`src/rtl/urm_pkg.sv`:
```
// Shared types and constants for the ultrasonic ranging median unit.
// Depends on nothing; imported by every module of the block.
`timescale 1ns / 1ps

package urm_pkg;

    // Field and register widths
    localparam int W_TICK    = 18;
    localparam int W_TRIG    = 8;
    localparam int W_DVS     = 10;
    localparam int W_CM      = 19;
    localparam int W_MM      = 23;
    localparam int W_IDX     = 4;
    localparam int W_CFG_IDX = 3;

    // Iterative divider: one quotient bit per step
    localparam int DIV_STEPS = W_TICK;
    localparam int W_DCNT    = 5;

    localparam logic [W_TICK-1:0] TICK_MAX = '1;

    // Configuration register indexes
    localparam logic [W_CFG_IDX-1:0] REG_TRIG_LOW  = 3'd0;
    localparam logic [W_CFG_IDX-1:0] REG_TRIG_HIGH = 3'd1;
    localparam logic [W_CFG_IDX-1:0] REG_TIMEOUT   = 3'd2;
    localparam logic [W_CFG_IDX-1:0] REG_TPC       = 3'd3;
    localparam logic [W_CFG_IDX-1:0] REG_GAP       = 3'd4;

    // Configuration reset values
    localparam logic [W_TRIG-1:0] RST_TRIG_LOW  = 8'd2;
    localparam logic [W_TRIG-1:0] RST_TRIG_HIGH = 8'd10;
    localparam logic [W_TICK-1:0] RST_TIMEOUT   = 18'd60000;
    localparam logic [W_DVS-1:0]  RST_TPC       = 10'd58;
    localparam logic [W_TICK-1:0] RST_GAP       = 18'd50000;

    // Ranging phase per tick
    typedef enum logic [2:0] {
        PH_IDLE,
        PH_TLOW,
        PH_THIGH,
        PH_WEND,
        PH_WRISE,
        PH_MEAS,
        PH_GAP
    } phase_t;

    // Word sequencer of the top level
    typedef enum logic [2:0] {
        SQ_IDLE,
        SQ_DIV,
        SQ_FIN,
        SQ_MED,
        SQ_OUT
    } seq_state_t;

    // Median rank scan
    typedef enum logic [1:0] {
        MD_IDLE,
        MD_ISSUE,
        MD_CAND,
        MD_SCAN
    } med_state_t;

endpackage

```
`src/rtl/urm_div.sv`:
```
// Iterative restoring divider, 18-bit dividend by 10-bit divisor.
// One quotient bit per cycle; uses urm_pkg widths.
`timescale 1ns / 1ps

module urm_div
    import urm_pkg::*;
(
    input  logic              clk,
    input  logic              rst_n,
    input  logic              start,
    input  logic [W_TICK-1:0] dividend,
    input  logic [W_DVS-1:0]  divisor,
    output logic              done,
    output logic [W_TICK-1:0] quotient
);

    logic              busy_reg, busy_next;
    logic              done_reg, done_next;
    logic [W_DCNT-1:0] cnt_reg, cnt_next;
    logic [W_TICK-1:0] quo_reg, quo_next;
    logic [W_DVS-1:0]  rem_reg, rem_next;
    logic [W_DVS-1:0]  dvs_reg, dvs_next;

    logic [W_DVS:0]    rem_sh;
    logic [W_DVS+1:0]  diff;
    logic              fits;

    assign rem_sh = {rem_reg, quo_reg[W_TICK-1]};
    assign diff   = {1'b0, rem_sh} - {2'b00, dvs_reg};
    assign fits   = ~diff[W_DVS+1];

    always_comb
    begin
        busy_next = busy_reg;
        done_next = 1'b0;
        cnt_next  = cnt_reg;
        quo_next  = quo_reg;
        rem_next  = rem_reg;
        dvs_next  = dvs_reg;
        if (start)
        begin
            busy_next = 1'b1;
            cnt_next  = W_DCNT'(DIV_STEPS);
            quo_next  = dividend;
            rem_next  = '0;
            dvs_next  = divisor;
        end
        else if (busy_reg)
        begin
            // shift in the next dividend bit, subtract when it fits
            rem_next = fits ? diff[W_DVS-1:0] : rem_sh[W_DVS-1:0];
            quo_next = {quo_reg[W_TICK-2:0], fits};
            cnt_next = cnt_reg - 1'b1;
            if (cnt_reg == W_DCNT'(1))
            begin
                busy_next = 1'b0;
                done_next = 1'b1;
            end
        end
    end

    always_ff @(posedge clk or negedge rst_n)
    begin
        if (!rst_n)
        begin
            busy_reg <= 1'b0;
            done_reg <= 1'b0;
            cnt_reg  <= '0;
        end
        else
        begin
            busy_reg <= busy_next;
            done_reg <= done_next;
            cnt_reg  <= cnt_next;
        end
    end

    always_ff @(posedge clk)
    begin
        quo_reg <= quo_next;
        rem_reg <= rem_next;
        dvs_reg <= dvs_next;
    end

    assign done     = done_reg;
    assign quotient = quo_reg;

endmodule

```
`src/rtl/urm_med.sv`:
```
// Reading store and median finder: rank scan with one shared comparator.
// Each candidate is ranked against all readings; uses urm_pkg types.
`timescale 1ns / 1ps

module urm_med
    import urm_pkg::*;
#(
    parameter int SAMPLES = 5,
    localparam int AW = (SAMPLES > 1) ? $clog2(SAMPLES) : 1
)
(
    input  logic                   clk,
    input  logic                   rst_n,
    input  logic                   wr_en,
    input  logic [AW-1:0]          wr_addr,
    input  logic signed [W_CM-1:0] wr_data,
    input  logic                   start,
    output logic                   done,
    output logic signed [W_CM-1:0] median
);

    logic signed [W_CM-1:0] mem [SAMPLES];

    med_state_t             st_reg, st_next;
    logic [AW-1:0]          c_reg, c_next;
    logic [AW-1:0]          j_reg, j_next;
    logic [AW-1:0]          rank_reg, rank_next;
    logic signed [W_CM-1:0] cand_reg, cand_next;
    logic signed [W_CM-1:0] rd_data_reg;
    logic signed [W_CM-1:0] median_reg, median_next;
    logic                   done_reg, done_next;

    logic [AW-1:0]          rd_addr;
    logic                   less;
    logic                   last_j;
    logic [AW-1:0]          rank_sum;
    logic                   hit;

    // equal values break ties by position so every rank is taken once
    assign less     = (rd_data_reg < cand_reg) || ((rd_data_reg == cand_reg) && (j_reg < c_reg));
    assign last_j   = (j_reg == AW'(SAMPLES - 1));
    assign rank_sum = rank_reg + AW'(less);
    assign hit      = (rank_sum == AW'(SAMPLES / 2));

    always_comb
    begin
        st_next = st_reg;
        case (st_reg)
            MD_IDLE:
            begin
                if (start)
                    st_next = MD_ISSUE;
            end
            MD_ISSUE:
                st_next = MD_CAND;
            MD_CAND:
                st_next = MD_SCAN;
            MD_SCAN:
            begin
                if (last_j)
                    st_next = hit ? MD_IDLE : MD_CAND;
            end
            default:
                st_next = MD_IDLE;
        endcase
    end

    always_comb
    begin
        c_next      = c_reg;
        j_next      = j_reg;
        rank_next   = rank_reg;
        cand_next   = cand_reg;
        median_next = median_reg;
        done_next   = 1'b0;
        rd_addr     = c_reg;
        case (st_reg)
            MD_IDLE:
            begin
                if (start)
                    c_next = '0;
            end
            MD_ISSUE:
                rd_addr = c_reg;
            MD_CAND:
            begin
                // hold the candidate, start the scan at entry zero
                cand_next = rd_data_reg;
                j_next    = '0;
                rank_next = '0;
                rd_addr   = '0;
            end
            MD_SCAN:
            begin
                j_next    = j_reg + 1'b1;
                rank_next = rank_sum;
                rd_addr   = j_reg + 1'b1;
                if (last_j)
                begin
                    if (hit)
                    begin
                        median_next = cand_reg;
                        done_next   = 1'b1;
                    end
                    else
                    begin
                        c_next  = c_reg + 1'b1;
                        rd_addr = c_reg + 1'b1;
                    end
                end
            end
            default:
                rd_addr = c_reg;
        endcase
    end

    always_ff @(posedge clk or negedge rst_n)
    begin
        if (!rst_n)
        begin
            st_reg   <= MD_IDLE;
            done_reg <= 1'b0;
            c_reg    <= '0;
            j_reg    <= '0;
            rank_reg <= '0;
        end
        else
        begin
            st_reg   <= st_next;
            done_reg <= done_next;
            c_reg    <= c_next;
            j_reg    <= j_next;
            rank_reg <= rank_next;
        end
    end

    always_ff @(posedge clk)
    begin
        cand_reg   <= cand_next;
        median_reg <= median_next;
    end

    always_ff @(posedge clk)
    begin
        if (wr_en)
            mem[wr_addr] <= wr_data;
        rd_data_reg <= mem[rd_addr];
    end

    assign done   = done_reg;
    assign median = median_reg;

endmodule

```
`src/rtl/ultrasonic_ranging_median_unit.sv`:
```
// Ultrasonic echo ranging with median-of-SAMPLES smoothing, one word per tick.
// Each tick word passes the sequencer states idle and out; a finished reading adds the
// iterative divider, and the burst end adds the rank scan.
// Throughput: one tick word at a time; the input stalls until the result is taken.
// Reset: asynchronous, active low; registers to defaults, idle; store undefined.
`timescale 1ns / 1ps

module ultrasonic_ranging_median_unit
    import urm_pkg::*;
#(
    parameter int SAMPLES = 5
)
(
    input  logic                     clk,
    input  logic                     rst_n,
    input  logic                     cfg_we,
    input  logic [W_CFG_IDX-1:0]     cfg_index,
    input  logic [W_TICK-1:0]        cfg_data,
    input  logic                     in_valid,
    output logic                     in_stall,
    input  logic                     start_req,
    input  logic                     echo_level,
    output logic                     out_valid,
    input  logic                     out_stall,
    output logic                     trigger_level,
    output logic                     busy_res,
    output logic                     sample_valid,
    output logic signed [W_CM-1:0]   sample_cm,
    output logic                     median_valid,
    output logic signed [W_CM-1:0]   median_cm,
    output logic signed [W_MM-1:0]   median_mm
);

    localparam int AW = (SAMPLES > 1) ? $clog2(SAMPLES) : 1;

    typedef struct packed {
        phase_t           phase;
        logic [W_IDX-1:0] idx;
        logic             med;
    } gap_end_t;

    function automatic phase_t low_entry(input logic [W_TRIG-1:0] lo,
                                         input logic [W_TRIG-1:0] hi);
        phase_t p;
        if (lo != '0)
            p = PH_TLOW;
        else if (hi != '0)
            p = PH_THIGH;
        else
            p = PH_WEND;
        return p;
    endfunction

    function automatic gap_end_t end_gap(input logic [W_IDX-1:0] idx,
                                         input logic [W_TRIG-1:0] lo,
                                         input logic [W_TRIG-1:0] hi);
        gap_end_t         g;
        logic [W_IDX-1:0] nxt;
        nxt   = idx + 1'b1;
        g.med = (nxt >= W_IDX'(SAMPLES));
        if (g.med)
        begin
            g.phase = PH_IDLE;
            g.idx   = '0;
        end
        else
        begin
            g.phase = low_entry(lo, hi);
            g.idx   = nxt;
        end
        return g;
    endfunction

    // configuration
    logic [W_TRIG-1:0]  cfg_tlow_reg, cfg_thigh_reg;
    logic [W_TICK-1:0]  cfg_timeout_reg, cfg_gap_reg;
    logic [W_DVS-1:0]   cfg_tpc_reg;

    // sequencer and ranging state
    seq_state_t         seq_reg, seq_next;
    phase_t             phase_reg, phase_next;
    logic [W_TICK-1:0]  ptimer_reg, ptimer_next;
    logic [W_TICK-1:0]  ltimer_reg, ltimer_next;
    logic [W_TICK-1:0]  width_reg, width_next;
    logic [W_IDX-1:0]   idx_reg, idx_next;
    logic [W_TICK-1:0]  finw_reg, finw_next;

    // result word
    logic                   smp_valid_reg, smp_valid_next;
    logic signed [W_CM-1:0] smp_cm_reg, smp_cm_next;
    logic                   med_valid_reg, med_valid_next;
    logic signed [W_CM-1:0] med_cm_reg, med_cm_next;
    logic signed [W_MM-1:0] med_mm_reg, med_mm_next;

    // per-tick step
    phase_t             t_phase;
    logic [W_TICK-1:0]  t_pt, t_lt, t_w, t_finw;
    logic [W_IDX-1:0]   t_idx;
    logic               t_fin, t_med, t_eg, listening;
    logic [W_TICK-1:0]  pt_inc, lt_inc;
    gap_end_t           tick_ge;

    // reading finish step
    logic signed [W_CM-1:0] r_val;
    gap_end_t           fin_ge;
    logic               gap_zero;

    logic               in_acc;
    logic               div_start, div_done;
    logic [W_DVS-1:0]   div_dvs;
    logic [W_TICK-1:0]  div_q;
    logic               med_start, med_done;
    logic signed [W_CM-1:0] med_q;
    logic               st_wr;
    logic [W_MM-1:0]    mm_ext;

    assign in_acc   = in_valid && (seq_reg == SQ_IDLE);
    assign pt_inc   = ptimer_reg + 1'b1;
    assign lt_inc   = (ltimer_reg != TICK_MAX) ? ltimer_reg + 1'b1 : ltimer_reg;
    assign gap_zero = (cfg_gap_reg == '0);
    assign div_dvs  = (cfg_tpc_reg == '0) ? W_DVS'(1) : cfg_tpc_reg;
    assign tick_ge  = end_gap(idx_reg, cfg_tlow_reg, cfg_thigh_reg);
    assign fin_ge   = end_gap(idx_reg, cfg_tlow_reg, cfg_thigh_reg);
    assign r_val    = (finw_reg == '0) ? '1 : $signed({1'b0, div_q});
    assign mm_ext   = {{(W_MM - W_CM){1'b0}}, med_q};

    // one microsecond tick of the ranging sequence
    always_comb
    begin
        t_phase   = phase_reg;
        t_pt      = ptimer_reg;
        t_lt      = ltimer_reg;
        t_w       = width_reg;
        t_idx     = idx_reg;
        t_fin     = 1'b0;
        t_finw    = '0;
        t_eg      = 1'b0;
        t_med     = 1'b0;
        listening = 1'b0;
        case (phase_reg)
            PH_IDLE:
            begin
                if (start_req)
                begin
                    t_idx   = '0;
                    t_phase = low_entry(cfg_tlow_reg, cfg_thigh_reg);
                    t_pt    = '0;
                    t_lt    = '0;
                    t_w     = '0;
                end
            end
            PH_TLOW:
            begin
                t_pt = pt_inc;
                if (pt_inc >= W_TICK'(cfg_tlow_reg))
                begin
                    t_pt    = '0;
                    t_phase = (cfg_thigh_reg != '0) ? PH_THIGH : PH_WEND;
                    t_lt    = '0;
                    t_w     = '0;
                end
            end
            PH_THIGH:
            begin
                t_pt = pt_inc;
                if (pt_inc >= W_TICK'(cfg_thigh_reg))
                begin
                    t_phase = PH_WEND;
                    t_lt    = '0;
                    t_w     = '0;
                end
            end
            PH_WEND:
            begin
                listening = 1'b1;
                if (!echo_level)
                    t_phase = PH_WRISE;
            end
            PH_WRISE:
            begin
                listening = 1'b1;
                if (echo_level)
                begin
                    t_phase = PH_MEAS;
                    t_w     = W_TICK'(1);
                end
            end
            PH_MEAS:
            begin
                if (echo_level)
                begin
                    listening = 1'b1;
                    if (width_reg != TICK_MAX)
                        t_w = width_reg + 1'b1;
                end
                else
                begin
                    t_fin  = 1'b1;
                    t_finw = width_reg;
                end
            end
            PH_GAP:
            begin
                t_pt = pt_inc;
                if (pt_inc >= cfg_gap_reg)
                    t_eg = 1'b1;
            end
            default:
                t_phase = PH_IDLE;
        endcase
        if (listening)
        begin
            t_lt = lt_inc;
            // timeout ends the reading with zero width
            if (lt_inc >= cfg_timeout_reg)
            begin
                t_fin  = 1'b1;
                t_finw = '0;
            end
        end
        if (t_eg)
        begin
            t_phase = tick_ge.phase;
            t_idx   = tick_ge.idx;
            t_med   = tick_ge.med;
            t_pt    = '0;
            t_lt    = '0;
            t_w     = '0;
        end
    end

    // sequencer next state
    always_comb
    begin
        seq_next = seq_reg;
        case (seq_reg)
            SQ_IDLE:
            begin
                if (in_acc)
                begin
                    if (t_fin)
                        seq_next = (t_finw != '0) ? SQ_DIV : SQ_FIN;
                    else if (t_med)
                        seq_next = SQ_MED;
                    else
                        seq_next = SQ_OUT;
                end
            end
            SQ_DIV:
            begin
                if (div_done)
                    seq_next = SQ_FIN;
            end
            SQ_FIN:
                seq_next = (gap_zero && fin_ge.med) ? SQ_MED : SQ_OUT;
            SQ_MED:
            begin
                if (med_done)
                    seq_next = SQ_OUT;
            end
            SQ_OUT:
            begin
                if (!out_stall)
                    seq_next = SQ_IDLE;
            end
            default:
                seq_next = SQ_IDLE;
        endcase
    end

    // sequencer outputs
    always_comb
    begin
        in_stall  = (seq_reg != SQ_IDLE);
        out_valid = (seq_reg == SQ_OUT);
        div_start = (seq_reg == SQ_IDLE) && in_acc && t_fin && (t_finw != '0);
        med_start = ((seq_reg == SQ_IDLE) && in_acc && !t_fin && t_med)
                 || ((seq_reg == SQ_FIN) && gap_zero && fin_ge.med);
        st_wr     = (seq_reg == SQ_FIN) && (idx_reg < W_IDX'(SAMPLES));
    end

    // datapath updates
    always_comb
    begin
        phase_next     = phase_reg;
        ptimer_next    = ptimer_reg;
        ltimer_next    = ltimer_reg;
        width_next     = width_reg;
        idx_next       = idx_reg;
        finw_next      = finw_reg;
        smp_valid_next = smp_valid_reg;
        smp_cm_next    = smp_cm_reg;
        med_valid_next = med_valid_reg;
        med_cm_next    = med_cm_reg;
        med_mm_next    = med_mm_reg;
        case (seq_reg)
            SQ_IDLE:
            begin
                if (in_acc)
                begin
                    phase_next     = t_phase;
                    ptimer_next    = t_pt;
                    ltimer_next    = t_lt;
                    width_next     = t_w;
                    idx_next       = t_idx;
                    finw_next      = t_finw;
                    smp_valid_next = 1'b0;
                    smp_cm_next    = '0;
                    med_valid_next = 1'b0;
                    med_cm_next    = '0;
                    med_mm_next    = '0;
                end
            end
            SQ_FIN:
            begin
                smp_valid_next = 1'b1;
                smp_cm_next    = r_val;
                phase_next     = PH_GAP;
                ptimer_next    = '0;
                if (gap_zero)
                begin
                    phase_next  = fin_ge.phase;
                    idx_next    = fin_ge.idx;
                    ltimer_next = '0;
                    width_next  = '0;
                end
            end
            SQ_MED:
            begin
                if (med_done)
                begin
                    med_valid_next = 1'b1;
                    med_cm_next    = med_q;
                    // times ten as shift-add; timeout stays -1
                    med_mm_next    = med_q[W_CM-1] ? '1
                                   : $signed((mm_ext << 3) + (mm_ext << 1));
                end
            end
            default:
                phase_next = phase_reg;
        endcase
    end

    always_ff @(posedge clk or negedge rst_n)
    begin
        if (!rst_n)
        begin
            seq_reg       <= SQ_IDLE;
            phase_reg     <= PH_IDLE;
            ptimer_reg    <= '0;
            ltimer_reg    <= '0;
            width_reg     <= '0;
            idx_reg       <= '0;
            smp_valid_reg <= 1'b0;
            med_valid_reg <= 1'b0;
        end
        else
        begin
            seq_reg       <= seq_next;
            phase_reg     <= phase_next;
            ptimer_reg    <= ptimer_next;
            ltimer_reg    <= ltimer_next;
            width_reg     <= width_next;
            idx_reg       <= idx_next;
            smp_valid_reg <= smp_valid_next;
            med_valid_reg <= med_valid_next;
        end
    end

    always_ff @(posedge clk)
    begin
        finw_reg   <= finw_next;
        smp_cm_reg <= smp_cm_next;
        med_cm_reg <= med_cm_next;
        med_mm_reg <= med_mm_next;
    end

    always_ff @(posedge clk or negedge rst_n)
    begin
        if (!rst_n)
        begin
            cfg_tlow_reg    <= RST_TRIG_LOW;
            cfg_thigh_reg   <= RST_TRIG_HIGH;
            cfg_timeout_reg <= RST_TIMEOUT;
            cfg_tpc_reg     <= RST_TPC;
            cfg_gap_reg     <= RST_GAP;
        end
        else if (cfg_we)
        begin
            case (cfg_index)
                REG_TRIG_LOW:  cfg_tlow_reg    <= cfg_data[W_TRIG-1:0];
                REG_TRIG_HIGH: cfg_thigh_reg   <= cfg_data[W_TRIG-1:0];
                REG_TIMEOUT:   cfg_timeout_reg <= cfg_data;
                REG_TPC:       cfg_tpc_reg     <= cfg_data[W_DVS-1:0];
                REG_GAP:       cfg_gap_reg     <= cfg_data;
                default:       cfg_tlow_reg    <= cfg_tlow_reg;
            endcase
        end
    end

    urm_div u_div (
        .clk      (clk),
        .rst_n    (rst_n),
        .start    (div_start),
        .dividend (t_finw),
        .divisor  (div_dvs),
        .done     (div_done),
        .quotient (div_q)
    );

    urm_med #(
        .SAMPLES (SAMPLES)
    ) u_med (
        .clk     (clk),
        .rst_n   (rst_n),
        .wr_en   (st_wr),
        .wr_addr (idx_reg[AW-1:0]),
        .wr_data (r_val),
        .start   (med_start),
        .done    (med_done),
        .median  (med_q)
    );

    assign trigger_level = (phase_reg == PH_THIGH);
    assign busy_res      = (phase_reg != PH_IDLE);
    assign sample_valid  = smp_valid_reg;
    assign sample_cm     = smp_cm_reg;
    assign median_valid  = med_valid_reg;
    assign median_cm     = med_cm_reg;
    assign median_mm     = med_mm_reg;

endmodule
```
`config.mk`:
```
export PLATFORM = sky130hd
export DESIGN_NAME = ultrasonic_ranging_median_unit
export DESIGN_NICKNAME = d
export VERILOG_FILES = /design/src/rtl/urm_pkg.sv /design/src/rtl/urm_div.sv /design/src/rtl/urm_med.sv /design/src/rtl/ultrasonic_ranging_median_unit.sv
export SDC_FILE = /design/constraint.sdc
export NUM_CORES = 1
export LEC_CHECK = 0
export ABC_AREA = 1
export BUFFER_PORTS_ARGS = -buffer_cell sky130_fd_sc_hd__buf_2
export CORE_UTILIZATION = 30
export CTS_CLUSTER_DIAMETER = 40
export DETAILED_ROUTE_END_ITERATION = 8
export MAX_ROUTING_LAYER = met4
export SYNTH_ARGS = -nofsm -noshare
export SYNTH_HDL_FRONTEND = slang
export SYNTH_SLANG_ARGS = --single-unit
```
`constraint.sdc`:
```
create_clock -name clk -period 4.47 [get_ports clk]
set_clock_uncertainty 0.1 [all_clocks]
set_input_delay 0.894 -clock clk [delete_from_list [all_inputs] [get_ports clk]]
set_output_delay 0.894 -clock clk [all_outputs]
set_load 0.02 [all_outputs]
```
# Word level (Yosys, flattened, before mapping)
# Memory sizes are Yosys's and may differ from the RTL's. A register that Yosys moved wholly into a read port is not among the register bits.
# Index checks and enable logic that the tools add are counted.
# totals
register_bits	302
latchBits	0
ramBits	95
rom_bits	0
output_inout_bits	67
elab_cells	253
mem_count	1
# memory_table
memory	depth	width	read_ports	rd_ports_with_merged_regs	wr	line	source
u_med.mem	5	19	1	1	1	urm_med.sv:22	logic signed [W_CM-1:0] mem [SAMPLES];
# op_classes
addsub	10
n_mul	0
n_div	0
n_lt_le_gt_ge	8
eq_ne	47
shifts	0
muxes	105
n_bitwise	1
n_reduce_logical	51
# ops
operator	count
two-way mux 18 bit	22
case mux 18 bit (2 select lines)	3
case mux 18 bit (3 select lines)	2
case mux 18 bit (5 select lines)	1
case mux 19 bit (2 select lines)	2
two-way mux 23 bit	3
two-way mux 3 bit	20
two-way mux 19 bit	3
adder 18 x 1 -> 18 bit (second input constant)	3
case mux 23 bit (2 select lines)	1
>= comparator 18 bit	2
>= comparator 18 x 8 -> 1 bit	2
logical NOT 18 bit	2
!= test 18 bit (second input constant)	2
case mux 3 bit (2 select lines)	5
!= test 4 bit (second input constant)	6
adder 22 x 20 -> 23 bit	1
two-way mux 1 bit	22
equality test 3 x 2 -> 1 bit (second input constant)	7
two-way mux 4 bit	5
equality test 19 bit	1
less-than comparator 19 bit	1
equality test 3 bit (second input constant)	6
case mux 3 bit (6 select lines)	1
other kinds (49)	99

# Logic depth before layout (Yosys ltp)
# Gate-level depths: netlist (run 1).
# depth
word_depth	11
ltp_mapped	28
ltp_nobuf	27

# Modules after synthesis
# Synthesis (run 1) repeated with hierarchy kept, for this count alone.
# unflattened
hier_cells	2505
area_unflattened_um2	21828.4
# by_module_without_submodules
module	instances	cells_each	area_each_um2	seq_area_each_um2
ultrasonic_ranging_median_unit	1	1585	12423.2	5570.3
urm_med	1	618	6956.7	4674.5
urm_div	1	302	2448.6	1216.2

# Least setup slack after synthesis (run 1)
# No wires, ideal clock.
# synth_timing
kind	register -> register
startpoint	register seq_reg[2]
endpoint	register med_cm_reg[0], in the netlist median_cm[0] (enable)
setup_ns	0.498
t_arrival_ns	3.900
setup_slack_ns	-0.028
path_stages_with_launch	4
synth_period_minus_slack_ns	4.498
cell_sequence	dfrtp_1 nor3_1 inv_1 o21ai_0
# synth_between
elab_chain_cells	4
elab_cells_between_ends	7
# synth_lines
item	line	source
from (decl)	ultrasonic_ranging_median_unit.sv:80	seq_state_t seq_reg, seq_next;
from (signal assigned)	ultrasonic_ranging_median_unit.sv:359	seq_reg <= seq_next;
logical NOT 3 bit	ultrasonic_ranging_median_unit.sv:117, ultrasonic_ranging_median_unit.sv:296	
logical AND 1 bit	ultrasonic_ranging_median_unit.sv:117	assign in_acc = in_valid && (seq_reg == SQ_IDLE);
!= test 2 bit (no line)	--	
AND reduction 3 bit (no line) (*)	--	
to (signal assigned)	ultrasonic_ranging_median_unit.sv:374	med_cm_reg <= med_cm_next;
to (decl)	ultrasonic_ranging_median_unit.sv:92	logic signed [W_CM-1:0] med_cm_reg, med_cm_next;
# Mark *: on every way between the ends. The rest lies on a longest branch, timed or not.
# A chain may end at the register's enable or synchronous reset.

# Final worst setup path (run 1)
# layout_timing
startpoint	register ltimer_reg[0]
endpoint	register u_med.c_reg[2]
# layout_between
elab_chain_cells	11
elab_cells_between_ends	12
# layout_lines
item	line	source
from (decl)	ultrasonic_ranging_median_unit.sv:83	logic [W_TICK-1:0] ltimer_reg, ltimer_next;
from (signal assigned)	ultrasonic_ranging_median_unit.sv:362	ltimer_reg <= ltimer_next;
adder 18 x 1 -> 18 bit / != test 18 bit (equally long branches)	ultrasonic_ranging_median_unit.sv:119	assign lt_inc = (ltimer_reg != TICK_MAX) ? ltimer_reg + 1'b1 : ltimer_reg;
two-way mux 18 bit (*)	ultrasonic_ranging_median_unit.sv:119	
>= comparator 18 bit (*)	ultrasonic_ranging_median_unit.sv:215	if (lt_inc >= cfg_timeout_reg)
two-way mux 1 bit (*)	ultrasonic_ranging_median_unit.sv:215	
two-way mux 1 bit (*)	ultrasonic_ranging_median_unit.sv:211	if (listening)
logical NOT 1 bit (*)	ultrasonic_ranging_median_unit.sv:277	med_start = ((seq_reg == SQ_IDLE) && in_acc && !t_fin && t_med)
logical AND 1 bit (*) (2 in series)	ultrasonic_ranging_median_unit.sv:277	
logical OR 1 bit (*)	ultrasonic_ranging_median_unit.sv:278	|| ((seq_reg == SQ_FIN) && gap_zero && fin_ge.med);
!= test 2 bit (no line) (*)	--	
AND reduction 4 bit (no line) (*)	--	
to (signal assigned)	urm_med.sv:131	c_reg <= c_next;
to (decl)	urm_med.sv:25	logic [AW-1:0] c_reg, c_next;
# Marks and branches as above.

==> results.py, run 1 <==
metrics = {
    "min_path": {
        "hp-class": "in -> async",
    },
    "clock_network": {
        "cts_made_buffers": 72,
        "cts_tree": "built",
        "post_cts.repair.setup_buffers": 0,
        "clkLatencyLatePin_ns": 0.60,
        "cts.sinks": 415,
        "htree_num_levels": 3,
        "clk_pin_slew_worst_paths_ns": 0.05,
        "cts_root_buf": "clkbuf_16",
        "cts_buffer_depth": 3,
    },
    "critical_path": {
        "end_kind": "flop",
        "crit_path_start_kind": "flop",
        "cp.required_ns": 4.85,
        "rr_worst_depth": 22,
        "cp.arrival_ns": 4.39,
        "crit_type": "reg -> reg",
        "cp_max_fo": 9,
        "regToRegEndpoint": "u_med.c_reg[2]$_DFFE_PN0P_",
        "rr_startpoint": "ltimer_reg[0]$_DFFE_PN0P_",
        "r2r_slack_ns": 0.47,
    },
    "placement": {
        "place_hpwl_um": 34890,
        "place_ws_ns": 0.3175,
        "numPortBuffers": 94,
        "placed_cells": 3325,
        "routabilityCongestion": 0.9045,
    },
    "floorplanning": {
        "core_mm2": 0.06895,
        "start_util": 0.3048,
        "die_h_um": 266.7,
        "die_area_mm2": 0.07110,
        "ios": 95,
        "die_x_um": 266.7,
        "rows": 96,
    },
    "grt": {
        "grt_antenna_before_repair": 1,
        "grt_usage": 0.1454,
        "grt_pass1_wl_um": 79810,
        "grt_pass1_vias": 15262,
        "grt-ovfl-total": 0,
        "grt_max_degree": 93,
    },
    "sta": {
        "slew_headroom": 0.2426,
        "max_freq_mhz": 249.7,
        "rsz0062_at_grt": "no",
        "fin_ws_ns": 0.4657,
        "finalCritPeriodShare": 0.8958,
        "whs_ns": 0.2779,
        "drv_slew": 0,
        "fin_setup_tns_ns": 0,
        "worst_pin_slew_ns": 1.133,
        "hold_viol_final": 0,
        "period_needed_ns": 4.004,
        "setup_viol": 0,
    },
    "final_layout": {
        "largest_register_ffs": 95,
        "nets": 2612,
        "diodes": 0,
        "drive_gt1_frac": 0.1235,
        "layoutNonFillerInstCount": 3458,
        "regMostFlops": "u_med.mem",
        "area_growth_pct": 20.01,
    },
    "synth": {
        "netlist_area_mm2": 0.02101,
        "syn_avg_cell_area_um2": 9.011,
        "yosys-top-cells-count": "523 x nand2_1, 353 x inv_1, 239 x edfxtp_1",
        "synth-seq-cells": 415,
        "async_flop_share": 0.3542,
        "ys_types": 55,
        "synth_top_area_frac": 0.3416,
        "synthCells": 2332,
        "synth_edf_count": 239,
        "ys.flop_type": "edfxtp_1",
        "yosysWarnings": 0,
        "synth.most_common_cell": "nand2_1",
        "ys_seq_area_frac": 0.5454,
        "netlist_top_cells_area": "edfxtp_1 34%, dfrtp_1 15%, nand2_1 9.3%",
        "yosysTopAreaCell": "edfxtp_1",
        "syn-num-nets": 2476,
    },
    "route": {
        "wl_per_cell_um": 14.24,
        "via_per_inst": 4.520,
        "antenna_left": 0,
        "drtPass1Iterations": 5,
        "drt_iter0_drc": 989,
        "wl_um": 49240,
        "vias": 15630,
        "drc_errors": 0,
    },
    "power": {
        "ir_drop_v": 0.0002974,
        "leakage_nw": 11.36,
        "power.density_mw_per_mm2": 410.2,
    },
    "job": {
        "maxCapViolations": 0,
    },
    "outcome": {
        "outcome": "complete, no violations",
    },
}
## worst max-delay path, cell delays in order (launching register included)
cell and delay [ns]:
dfrtp_1 0.40, ha_1 0.22, nand3_2 0.12, nor3_2 0.25, nand2_1 0.11, nor2_1 0.13, nand3_1 0.13, nor2_4 0.23
inv_2 0.11, nand2_1 0.09, xor2_1 0.31, ha_1 0.31, a21oi_1 0.15, o21a_1 0.14, o21ai_0 0.07, nand2_1 0.07
nand3_1 0.11, nand2_1 0.15, nand3_1 0.08, o21ai_1 0.28, nand2_1 0.16, nand3_1 0.10, nand2_1 0.06
## repair_timing
item / CTS / global route
resized for setup: 0 / 1
endpoints found under the setup margin: 0 / 3
hold buffers: 0 / 0
## cell families after synthesis
kind of cell / share of synthesized area
DFF: 0.5454
AOI/OAI and AO/OA: 0.1019
buffers and inverters: 0.07812
adders and majority gates: 0.06979
xor gates and xnor gates: 0.02042
and+or+nand+nor: 0.1844
## worst max path at each step
stage                                      end  slack, ns                 startpoint  cells past startpoint
floorplan           median_cm[0]$_SDFFCE_PN0P_       0.57                   in_valid                      4
global placement    u_med.c_reg[1]$_DFFE_PN0P_       0.34  ltimer_reg[0]$_DFFE_PN0P_                     23
detailed placement  u_med.c_reg[2]$_DFFE_PN0P_       0.32  ltimer_reg[0]$_DFFE_PN0P_                     23
CTS                 u_med.c_reg[2]$_DFFE_PN0P_       0.31  ltimer_reg[0]$_DFFE_PN0P_                     22
global route        u_med.c_reg[2]$_DFFE_PN0P_       0.10  ltimer_reg[0]$_DFFE_PN0P_                     23
finish              u_med.c_reg[2]$_DFFE_PN0P_       0.47  ltimer_reg[0]$_DFFE_PN0P_                     22
## layer usage
metal  GRT usage  share of wire  up-vias
li1            -              -     8007
met1      0.1840           0.46     7204
met2      0.2353           0.47      342
met3     0.02694          0.043       77
met4     0.04489          0.020        0
met5           -              0        -
## power by group
group / switching [W] / total (W) / internal (W)
clock: 0.00205 / 0.00566 / 0.00361
combinational: 0.000278 / 0.000437 / 0.000159
sequential: 0.0000864 / 0.00425 / 0.00416
## layout make-up
type,instances,area [µm²]
fillers,7049,43730
repair buffers,128,769.5
flip-flops and latches,415,11460
well taps,931,1165
clock inverters,53,616.8
clock buffers,80,1904
multi-input cells,1491,7950
inverters,360,1351
## placed cells by master, fill, tap and decap left out, types with 4 or more instances in the layout
| cell | count |
|---|---|
| o21ai_0 | 199 |
| o21ai_1 | 5 |
| o211ai_1 | 4 |
| nor2_2 | 6 |
| a21oi_1 | 146 |
| nor3_2 | 6 |
| edfxtp_1 | 239 |
| clkinv_2 | 8 |
| dfrtp_1 | 127 |
| buf_4 | 31 |
| nand2_2 | 4 |
| nor3_1 | 35 |
| dfstp_2 | 20 |
| nand2_1 | 523 |
| nor4_1 | 14 |
| clkinvlp_4 | 11 |
| a21o_1 | 6 |
| inv_1 | 353 |
| buf_2 | 93 |
| bufinv_16 | 8 |
| o22ai_1 | 13 |
| nor2_1 | 193 |
| ha_1 | 114 |
| clkbuf_16 | 74 |
| xnor2_1 | 7 |
| clkinv_1 | 9 |
| xor2_1 | 42 |
| inv_6 | 12 |
| dfxtp_1 | 29 |
| nand2_4 | 4 |
| nand3_1 | 101 |
| nand4_1 | 23 |
| inv_8 | 5 |
## through the flow
step | util | power (W) | cell area (µm²)
global route | 0.3658 | 0.01072 | 25220
floorplan | - | 0.004601 | 21010
finish | 0.3658 | 0.01034 | 25220
CTS | 0.3658 | 0.01046 | 25220
global placement | 0.3292 | 0.004743 | 22700
detailed placement | 0.3292 | 0.004754 | 22700
(Power assumes the default switching activity.)
==> inputs of run 2 (changes only) <==
--- a/config.mk
+++ b/config.mk
@@ -11,6 +11,7 @@
 export CTS_CLUSTER_DIAMETER = 40
 export DETAILED_ROUTE_END_ITERATION = 8
 export MAX_ROUTING_LAYER = met4
+export SLEW_MARGIN = 20
 export SYNTH_ARGS = -nofsm -noshare
 export SYNTH_HDL_FRONTEND = slang
 export SYNTH_SLANG_ARGS = --single-unit
==> constraint.sdc (replaced) <==
create_clock -name clk -period 4.47 [get_ports clk]
set_clock_uncertainty 0.1 [all_clocks]
set_input_delay 0.2235 -clock clk [delete_from_list [all_inputs] [get_ports clk]]
set_output_delay 0.2235 -clock clk [all_outputs]
set_load 0.02 [all_outputs]
==> results.py, run 2 (synthesis results as in run 1) <==
metrics = {
    "outcome": {
        "outcome": "complete, no violations",
    },
    "final_layout": {
        "largest_register_ffs": 95,
        "drive_gt1_frac": 0.1201,
        "diodes": 0,
        "regMostFlops": "u_med.mem",
        "area_growth_pct": 20.83,
        "layoutNonFillerInstCount": 3478,
        "nets": 2632,
        "finish.utilization": 0.3683,
        "final_common_cell": "nand2_1",
        "final_cell_mix": "523 x nand2_1, 353 x inv_1, 239 x edfxtp_1, 199 x o21ai_0, 193 x nor2_1",
    },
    "critical_path": {
        "cp_max_fo": 9,
        "cp.required_ns": 4.85,
        "crit_type": "reg -> reg",
        "end_kind": "flop",
        "crit_path_start_kind": "flop",
        "cp.arrival_ns": 4.36,
        "crit_start": "ltimer_reg[0]$_DFFE_PN0P_",
        "rr_startpoint": "ltimer_reg[0]$_DFFE_PN0P_",
    },
    "clock_network": {
        "cts_root_buf": "clkbuf_16",
        "cts_tree": "built",
        "htree_num_levels": 3,
        "clkLatencyLatePin_ns": 0.60,
        "clk_pin_slew_worst_paths_ns": 0.05,
        "cts.sinks": 415,
        "post_cts.repair.setup_buffers": 0,
        "cts_buffer_depth": 3,
        "cts_made_buffers": 71,
    },
    "floorplanning": {
        "start_util": 0.3048,
        "die_h_um": 266.7,
        "die_x_um": 266.7,
        "ios": 95,
        "core_mm2": 0.06895,
        "die_area_mm2": 0.07110,
        "rows": 96,
    },
    "route": {
        "drc_errors": 0,
        "wl_um": 49440,
        "drtPass1Iterations": 5,
        "antenna_left": 0,
        "drt_iter0_drc": 875,
        "via_per_inst": 4.512,
        "vias": 15693,
        "wl_per_cell_um": 14.21,
    },
    "placement": {
        "numPortBuffers": 94,
        "place_ws_ns": 0.3751,
        "placed_cells": 3325,
        "place_hpwl_um": 34960,
        "routabilityCongestion": 0.8806,
    },
    "power": {
        "p_seq_frac": 0.413,
        "ir_drop_v": 0.0004630,
        "p_int_w": 0.007926,
        "p_sw_w": 0.002374,
        "power.density_mw_per_mm2": 405.7,
        "clock_power_share": 0.544,
        "p_comb_frac": 0.043,
        "leakage_nw": 11.43,
        "p_total_w": 0.01030,
        "switching_share": 0.2305,
    },
    "sta": {
        "worst_pin_slew_ns": 0.7969,
        "period_needed_ns": 3.984,
        "rsz0062_at_grt": "no",
        "finalCritPeriodShare": 0.8912,
        "fin_setup_tns_ns": 0,
        "hold_viol_final": 0,
        "slew_headroom": 0.4682,
        "setup_viol": 0,
        "fin_ws_ns": 0.4865,
        "max_freq_mhz": 251.0,
        "drv_slew": 0,
    },
    "grt": {
        "grt_usage": 0.1461,
        "grt-ovfl-total": 0,
        "grt_pass1_vias": 15408,
        "grt_antenna_before_repair": 0,
        "grt_max_degree": 77,
        "grt_pass1_wl_um": 80160,
    },
    "min_path": {
        "hp-class": "in -> async",
    },
    "job": {
        "maxCapViolations": 0,
    },
}
[run 2: critical path, cell delays in order, from the launching register on]
cell     delay (ns)
dfrtp_1        0.41
ha_1           0.22
nand3_2        0.11
nor3_2         0.22
nand2_1        0.10
nor2_1         0.13
nand3_1        0.13
nor2_4         0.22
inv_2          0.12
nand2_1        0.10
xor2_1         0.28
ha_1           0.31
a21oi_1        0.16
o21a_1         0.14
o21ai_0        0.08
nand2_1        0.07
nand3_1        0.11
nand2_1        0.14
nand3_1        0.08
o21ai_1        0.29
nand2_1        0.17
nand3_1        0.10
nand2_1        0.06
[run 2: repair_timing]
item / in CTS / in global routing
endpoints found under the hold margin: 121 / 0
endpoints found under the setup margin: 0 / 3
hold buffers: 21 / 0
gates resized for setup: 0 / 1
[run 2: worst paths after layout]
kind                            cells after the start  slack (ns)                      endpoint
worst min-delay path                                2        0.08      width_reg[8]$_DFFE_PN0P_
worst min register to register                      2        0.33  u_med.rd_data_reg[1]$_DFF_P_
worst max register to register                     22        0.49    u_med.c_reg[1]$_DFFE_PN0P_
max in group asynchronous                           3        3.06    ltimer_reg[12]$_DFFE_PN0P_
worst max-delay path                               22        0.49    u_med.c_reg[1]$_DFFE_PN0P_
min in group clk                                    5        0.08        seq_reg[1]$_DFFE_PN0P_
[run 2: power groups by stage]
stage,Clock (W),Sequential [W],Combinational (W)
finish,0.00560,0.00425,0.000448
floorplan,0,0.00429,0.000310
global route,0.00587,0.00426,0.000536
CTS,0.00572,0.00425,0.000452
detailed placement,0,0.00432,0.000433
global placement,0,0.00432,0.000423
[run 2: layout make-up]
type	instances	area, µm²
Clock inverter	40	535.5
Fill cell	7037	43560
Sequential cell	415	11460
Inverter	360	1351
Clock buffer	92	1968
Multi-Input combinational cell	1491	7955
Tap cell	931	1165
Timing Repair Buffer	149	954.7
[run 2: layer usage]
metal	part of all wire	GRT usage	vias up
li1	-	-	8041
met1	0.46	0.1821	7241
met2	0.48	0.2383	312
met3	0.039	0.02602	99
met4	0.026	0.04939	0
met5	0	-	-
[run 2: through the flow]
stage	area, µm²	hold slack, ns
after global placement	22670	0.1613
after CTS	25390	0.03724
after global routing	25390	0.1220
after floorplan	21010	-0.1721
after detailed placement	22670	0.1607
final	25390	0.07995
